===== config.mk =====
export PLATFORM = sky130hd
export DESIGN_NAME = amtd_envelope
export DESIGN_NICKNAME = d
export VERILOG_FILES = /design/src/design/adaptive_morse_tone_decoder_defines.svh /design/src/design/amtd_pkg.sv /design/src/design/amtd_envelope.sv
export SDC_FILE = /design/constraint.sdc
export NUM_CORES = 2
export LEC_CHECK = 0
export ABC_CLOCK_PERIOD_IN_PS = 26200
export BUFFER_PORTS_ARGS = -buffer_cell sky130_fd_sc_hd__clkbuf_2
export CAP_MARGIN = 5
export CORE_ASPECT_RATIO = 1.2
export CORE_MARGIN = 2
export CORE_UTILIZATION = 50
export CTS_BUF_LIST = sky130_fd_sc_hd__clkbuf_2
export CTS_CLUSTER_DIAMETER = 60
export CTS_CLUSTER_SIZE = 8
export DETAILED_ROUTE_END_ITERATION = 8
export HOLD_SLACK_MARGIN = 0.06
export PLACE_DENSITY = 0.66
export SLEW_MARGIN = 20
export SYNTH_ARGS = -nofsm -noshare
export SYNTH_HDL_FRONTEND = slang
export SYNTH_SLANG_ARGS = --single-unit

===== constraint.sdc =====
create_clock -name clock -period 26.2 [get_ports clock]
set_input_delay 1.31 -clock clock [delete_from_list [all_inputs] [get_ports clock]]
set_output_delay 1.31 -clock clock [all_outputs]
set_load 0.01 [all_outputs]

===== src/design/adaptive_morse_tone_decoder_defines.svh =====
`ifndef ADAPTIVE_MORSE_TONE_DECODER_DEFINES_SVH
`define ADAPTIVE_MORSE_TONE_DECODER_DEFINES_SVH

// Same-cycle implication, checked on the rising clock edge outside reset.
`define AMTD_ASSERT_NOW(lbl, clk, rst, ante, cons, msg) \
   lbl: assert property (@(posedge clk) disable iff (rst) (ante) |-> (cons)) else $error(msg);

// Next-cycle implication, checked on the rising clock edge outside reset.
`define AMTD_ASSERT_NEXT(lbl, clk, rst, ante, cons, msg) \
   lbl: assert property (@(posedge clk) disable iff (rst) (ante) |=> (cons)) else $error(msg);

`endif


===== src/design/amtd_pkg.sv =====
package amtd_pkg;

   // Defaults for the top-level parameters
   localparam int DEF_SAMPLE_BITS = 16;
   localparam int DEF_RUN_BITS    = 24;

   // Fixed field and state widths
   localparam int MAX_ELEMENTS = 8;
   localparam int PATTERN_W    = 8;
   localparam int COUNT_W      = 4;
   localparam int LEN_W        = $clog2(MAX_ELEMENTS + 2);
   localparam int LEVEL_W      = 32;
   localparam int DOT_W        = 24;
   localparam int ALPHA_W      = 16;
   localparam int DECAY_W      = 24;
   localparam int INIT_DOT_W   = 16;

   // Configuration port
   localparam int CSR_DATA_W = 32;
   localparam int CSR_ADDR_W = 4;
   localparam logic [1:0] CSR_ENV_ALPHA  = 2'd0;
   localparam logic [1:0] CSR_PEAK_DECAY = 2'd1;
   localparam logic [1:0] CSR_INIT_DOT   = 2'd2;

   localparam logic [ALPHA_W-1:0]    ENV_ALPHA_RESET  = 16'd272;
   localparam logic [DECAY_W-1:0]    PEAK_DECAY_RESET = 24'd16777041;
   localparam logic [INIT_DOT_W-1:0] INIT_DOT_RESET   = 16'd2880;

   // Item kinds
   localparam logic KIND_SAMPLE = 1'b0;
   localparam logic KIND_FLUSH  = 1'b1;
   localparam logic KIND_LETTER = 1'b0;
   localparam logic KIND_GAP    = 1'b1;

   // Exact floor division for x < 2^27 (by 5) and x < 2^28 (by 15)
   localparam logic [27:0] RECIP5  = 28'd214748365;
   localparam logic [28:0] RECIP15 = 29'd286331154;

   typedef struct packed {
      logic                 kind;
      logic [COUNT_W-1:0]   count;
      logic [PATTERN_W-1:0] pattern;
      logic                 too_long;
      logic                 last;
   } rsp_item_type;

   typedef struct packed {
      logic [1:0]   num;
      rsp_item_type first;
      rsp_item_type second;
   } rsp_pair_type;

   typedef struct packed {
      logic                  en;
      logic [INIT_DOT_W-1:0] value;
   } dot_load_type;

endpackage


===== src/design/amtd_envelope.sv =====
module amtd_envelope #(
   parameter int SAMPLE_BITS = amtd_pkg::DEF_SAMPLE_BITS
) (
   input  logic                               clock,
   input  logic                               reset,
   input  logic                               update,
   input  logic signed [SAMPLE_BITS-1:0]      sample,
   input  logic [amtd_pkg::ALPHA_W-1:0]       alpha,
   input  logic [amtd_pkg::DECAY_W-1:0]       decay,
   output logic [amtd_pkg::LEVEL_W-1:0]       env,
   output logic [amtd_pkg::LEVEL_W-1:0]       peak
);
   import amtd_pkg::*;

   logic [LEVEL_W-1:0]         env_ff, env_in;
   logic [LEVEL_W-1:0]         peak_ff, peak_in;
   logic [SAMPLE_BITS-1:0]     raw;
   logic [SAMPLE_BITS-1:0]     mag;
   logic [LEVEL_W-1:0]         mag_level;
   logic                       rising;
   logic [LEVEL_W-1:0]         diff;
   logic [LEVEL_W+ALPHA_W-1:0] env_prod;
   logic [LEVEL_W-1:0]         env_step;
   logic [LEVEL_W-1:0]         env_new;
   logic [LEVEL_W+DECAY_W-1:0] peak_prod;

   always_comb begin
      raw       = $unsigned(sample);
      // most negative sample maps to 2^(bits-1), which still fits
      mag       = raw[SAMPLE_BITS-1] ? (~raw + 1'b1) : raw;
      mag_level = LEVEL_W'(mag) << (LEVEL_W - SAMPLE_BITS);
      rising    = mag_level >= env_ff;
      diff      = rising ? (mag_level - env_ff) : (env_ff - mag_level);
      env_prod  = (LEVEL_W+ALPHA_W)'(diff) * (LEVEL_W+ALPHA_W)'(alpha);
      env_step  = env_prod[LEVEL_W+ALPHA_W-1:ALPHA_W];
      env_new   = rising ? (env_ff + env_step) : (env_ff - env_step);
      peak_prod = (LEVEL_W+DECAY_W)'(peak_ff) * (LEVEL_W+DECAY_W)'(decay);
      env_in    = env_ff;
      peak_in   = peak_ff;
      if (update) begin
         env_in  = env_new;
         peak_in = (env_new > peak_ff) ? env_new : peak_prod[LEVEL_W+DECAY_W-1:DECAY_W];
      end
   end

   always_ff @(posedge clock) begin
      if (reset) begin
         env_ff  <= '0;
         peak_ff <= '0;
      end else begin
         env_ff  <= env_in;
         peak_ff <= peak_in;
      end
   end

   assign env  = env_ff;
   assign peak = peak_ff;

endmodule


After elaboration in Yosys (flattened, before gate mapping)
Cells that the tools add are included.
{ "word_totals": {"regBits": 64, "in_bits": 59, "out_inout_bits": 64} }
{ "op_classes": {"addsub": 5, "n_mul": 2, "magnitude_cmp": 2, "muxes": 4, "n_bitwise": 1} }
{ "ops": {"columns": ["cell", "n"], "rows": [
  ["32-bit two-way mux", 3],
  ["32-bit subtractor", 3],
  ["32-bit by 24-bit multiplier with 56-bit output", 1],
  ["32-bit by 16-bit multiplier with 48-bit output", 1],
  ["32-bit adder", 1],
  ["32-bit greater-or-equal comparator", 1],
  ["32-bit greater-than comparator", 1],
  ["16-bit by 1-bit adder with 16-bit output (second input constant)", 1],
  ["16-bit two-way mux", 1],
  ["16-bit inverter", 1]
]} }

Logic depth before layout (Yosys ltp)
{ "depth": {"depth_word": 10, "ltp_mapped": 69, "ltp_nobuf": 63} }

Worst setup path after synthesis
OpenSTA, ideal clock, no wires.
{ "synth_timing": {"kind": "input to register", "from": "in sample[2]", "to": "reg peak_ff[21] (netlist: peak[21])", "setup_time_ps": 91, "arrival_ps": 15496, "required_time_ps": 26109, "setup_slack_ps": 10613, "cell_stages": 66, "n_path_buf": 8, "cell_sequence": "nor4_1 -> nand2b_1 -> nor2_1 -> nand3_1 -> o31ai_1 -> xnor2_1 -> ha_1 -> buf_2 -> a21o_1 -> a21o_1 -> a221oi_2 -> and2_1 -> clkbuf_1 -> clkbuf_1 -> clkbuf_1 -> o21ai_0 -> xnor2_1 -> clkbuf_1 -> (+30 left out) -> o22ai_1 -> o21bai_1 -> a21boi_0 -> o21bai_1 -> xnor2_1 -> xnor2_1 -> xor2_1 -> inv_1 -> ha_1 -> nand4_1 -> nor4_1 -> a21boi_0 -> o31ai_1 -> inv_1 -> clkbuf_1 -> clkbuf_1 -> nand2_1 -> a311oi_1"} }
{ "synth_between": {"elab_chain_cells": 10} }
{ "synth_lines": {"columns": ["element", "line", "text"], "rows": [
  ["start, declared", "amtd_envelope.sv:7", "input logic signed [SAMPLE_BITS-1:0] sample,"],
  ["16-bit inverter", "amtd_envelope.sv:30", "mag = raw[SAMPLE_BITS-1] ? (~raw + 1'b1) : raw;"],
  ["16-bit by 1-bit adder with 16-bit output", "amtd_envelope.sv:30", null],
  ["16-bit two-way mux (*)", "amtd_envelope.sv:30", null],
  ["32-bit subtractor or 32-bit greater-or-equal comparator (tied branches)", "amtd_envelope.sv:33, amtd_envelope.sv:32", null],
  ["32-bit two-way mux", "amtd_envelope.sv:33", "diff = rising ? (mag_level - env_ff) : (env_ff - mag_level);"],
  ["32-bit by 16-bit multiplier with 48-bit output", "amtd_envelope.sv:34", "env_prod = (LEVEL_W+ALPHA_W)'(diff) * (LEVEL_W+ALPHA_W)'(alpha);"],
  ["32-bit subtractor or 32-bit adder (tied branches)", "amtd_envelope.sv:36", "env_new = rising ? (env_ff + env_step) : (env_ff - env_step);"],
  ["32-bit two-way mux (*)", "amtd_envelope.sv:36", null],
  ["via env_new[31]", "amtd_envelope.sv:24", "logic [LEVEL_W-1:0] env_new;"],
  ["32-bit greater-than comparator (*)", "amtd_envelope.sv:42", "peak_in = (env_new > peak_ff) ? env_new : peak_prod[LEVEL_W+DECAY_W-1:DECAY_W];"],
  ["32-bit two-way mux (*)", "amtd_envelope.sv:42", null],
  ["end signal, assigned", "amtd_envelope.sv:52", "peak_ff <= peak_in;"],
  ["end, declared", "amtd_envelope.sv:16", "logic [LEVEL_W-1:0] peak_ff, peak_in;"]
]} }
The timed path passes the listed nets; every way through them passes the cells marked *.
A chain may end at the register's enable or synchronous reset.

Worst setup path after layout
{ "layout_timing": {"from": "in sample[2]", "to": "reg peak_ff[8] (netlist: peak[8])"} }
The elaborated chain is that of the path after synthesis.

==> results.json <==
{
  "outcome": "complete, no violations",
  "port_buffers": 122,
  "place_inst": 6575,
  "synth-async-reset-ratio_pct": 0,
  "path_common_cell": "fa_1",
  "grtUsageTotal_pct": 28.4,
  "pin_count": 123,
  "cts_setup_buffers": 0,
  "highest_layer": "met4",
  "synth_edf_count": 0,
  "synth_seq_area_share_pct": 2.76,
  "final_area_mm2": 0.0484,
  "period_needed_ns": 18.30,
  "vias": 36354,
  "wl_met3_um": 7690,
  "areaGrowthSynthToFinish_pct": 4.13,
  "place_congestion": 0.920,
  "wl_met2_um": 65300,
  "cap_violations": 0,
  "drc": 0,
  "crit_path_start_kind": "input port",
  "viasPerCell": 5.51,
  "cp.arrival_ns": 18.75,
  "drt_iter0_markers": 2114,
  "drive_gt1_share_pct": 4.95,
  "grt_pass1_vias": 39633,
  "cp.required_ns": 26.65,
  "tritoncts": "built",
  "final_net_count": 6872,
  "wl_per_cell_um": 19.5,
  "die_y_um": 338,
  "yosysTopAreaCell": "fa_1",
  "met1_length_um": 50800,
  "clockRootBuffer": "clkbuf_2",
  "synth.top_cell.area_share_pct": 46.4,
  "maxClockFrequency_mhz": 54.6,
  "numCtsBuffers": 9,
  "critPathTopFamily": "compound AO/OA/AOI/OAI gates",
  "clk_latency_ns": 0.57,
  "hpwl_um": 100000,
  "antenna_found_initial": 2,
  "grt_pass1_wl_um": 212000,
  "slew_violations": 0,
  "critPathCaptureType": "flop",
  "clkSinkCount": 64,
  "finalNonFillerCells": 6592,
  "die-area_mm2": 0.0953,
  "synthCells": 5401,
  "die_w_um": 282,
  "place_area_mm2": 0.0483,
  "grt_max_degree": 92,
  "h-tree-depth": 3,
  "grt.overflow.total": 0,
  "slew_headroom_pct": 25.0,
  "cts.hold.buffers_added": 0,
  "fin_worst_skew_ns": 0.0455,
  "antenna_left": 0,
  "start_util_pct": 50.4,
  "cts.repair.resized": 0,
  "num_rows": 122,
  "clk_pin_slew_ns": 0.24,
  "tns_ns": 0,
  "setup_viol": 0,
  "avgSynthCellArea_um2": 8.60,
  "hold_violations": 0,
  "cts_buffer_depth": 2,
  "yosysWarnings": 0,
  "rsz0062_at_grt": "false",
  "synth-seq-cells": 64,
  "cp_num_buf_inv": 8,
  "worstMarginPinSlew_ns": 1.12,
  "hold_class": "flop to flop",
  "firstDrtPassIters": 5,
  "syn_nets": 6927,
  "max_stage_delay_ns": 0.95,
  "core-area_mm2": 0.0922,
  "drt_wl_total_um": 129000,
  "ys.flop_type": "dfxtp_1",
  "synthDistinctLibCells": 89,
  "ys_top_cells_by_area": "fa_1 (46%), ha_1 (11%), inv_1 (9.4%)",
  "crit_path_max_fanout": 40,
  "synth.cell_area_mm2": 0.0464,
  "path_class": "input port to flop",
  "critical-path-slowest-cell": "a2111oi_0",
  "post-route-util_pct": 52.4,
  "post-route-period-util_pct": 69.9
}
==> cell usage after synthesis, types with 19 or more instances <==
library cell / instances
a211oi_1: 28
a21o_1: 75
a21oi_1: 130
a31oi_1: 19
and2_1: 420
clkbuf_1: 260
dfxtp_1: 64
fa_1: 1076
ha_1: 391
inv_1: 1158
mux2i_1: 36
nand2_1: 965
nand3_1: 20
nand4_1: 31
nor2_1: 149
nor2b_1: 23
nor3_1: 35
o21a_1: 31
o21ai_0: 81
o21bai_1: 19
xnor2_1: 99
xor2_1: 56
==> per-stage QoR <==
stage / hold WS [ns] / worst slack (ns)
2_1_floorplan: 0.535 / 10.61
3_3_place_gp: 0.485 / 8.07
3_5_place_dp: 0.493 / 7.30
4_1_cts: 0.518 / 7.97
5_1_grt: 0.545 / 6.71
6_report: 0.517 / 7.90
==> flip-flops by register name (all words and copies together), names as in the netlist <==
| register | flops |
|---|---|
| env | 32 |
| peak | 32 |
==> worst register-to-register path, delay by kind of cell (launching register included) <==
family,cells,cell delay [ns]
AOI/OAI and AO/OA,19,5.01
adders and majority gates,10,4.27
and+or+nand+nor,11,2.89
xor gates and xnor gates,6,2.00
buffers and inverters,8,1.95
DFF,1,0.54
==> routing by layer <==
layer | vias up | track usage, %
met1 | 18677 | 35.7
met3 | 301 | 2.92
met4 | 0 | 9.97
li1 | 16109 | -
met2 | 1267 | 50.6
met5 | - | 0
==> logic make-up (layout without fill, tap and decap cells) <==
group / after synthesis / count (layout) / synth area share, %
DFF: 64 / 64 / 2.76
and+or+nand+nor: 1742 / 1742 / 17.7
muxes: 37 / 37 / 0.808
xor gates and xnor gates: 155 / 155 / 2.92
adders and majority gates: 1467 / 1467 / 56.9
other: 0 / 1 / 0
AOI/OAI and AO/OA: 510 / 510 / 7.39
buffers and inverters: 1426 / 1376 / 11.5
==> cells in the final DEF, fill, tap and decap left out, drive strengths merged, types with 6 or more instances in the layout <==
cell / synthesis / final
xor2: 56 / 56
and3: 18 / 18
or4: 6 / 6
dfxtp: 64 / 64
a21boi: 9 / 9
nor4: 13 / 13
a21o: 76 / 76
or3: 7 / 7
nand2b: 15 / 15
o21ai: 88 / 88
or2: 8 / 8
inv: 1158 / 1159
a31oi: 19 / 19
o21bai: 19 / 19
o31ai: 17 / 17
buf: 8 / 81
o21a: 31 / 31
nor2b: 23 / 23
o41ai: 8 / 8
nor2: 149 / 149
ha: 391 / 391
a21oi: 130 / 130
clkbuf: 260 / 131
nand2: 965 / 965
xnor2: 99 / 99
nand4: 31 / 31
o211ai: 9 / 9
nor3: 39 / 39
a211oi: 29 / 29
and2: 420 / 420
nor4b: 6 / 6
mux2i: 36 / 36
a311oi: 17 / 17
fa: 1076 / 1076
nand3: 20 / 20
==> cell type report <==
type / count / area (µm²)
clock buffer: 10 / 50.0
multi-input combinational: 3911 / 39900
sequential: 64 / 1280
antenna: 1 / 2.50
timing repair buffer: 202 / 1210
inverter: 1158 / 4350
tap: 1240 / 1550
fill: 8750 / 43800
clock inverter: 6 / 45.0
==> final timing paths <==
path | startpoint | endpoint | slack, ns | cells past startpoint
max | sample[2] | peak[8] | 7.90 | 60
min | peak[20] | peak[20] | 0.52 | 2
max reg2reg | env[31] | peak[8] | 9.41 | 54
min reg2reg | peak[20] | peak[20] | 0.52 | 2
Power is left out: the tool's default activity adds up to more than one toggle a clock period on the data nets, which glitch-free logic cannot reach.
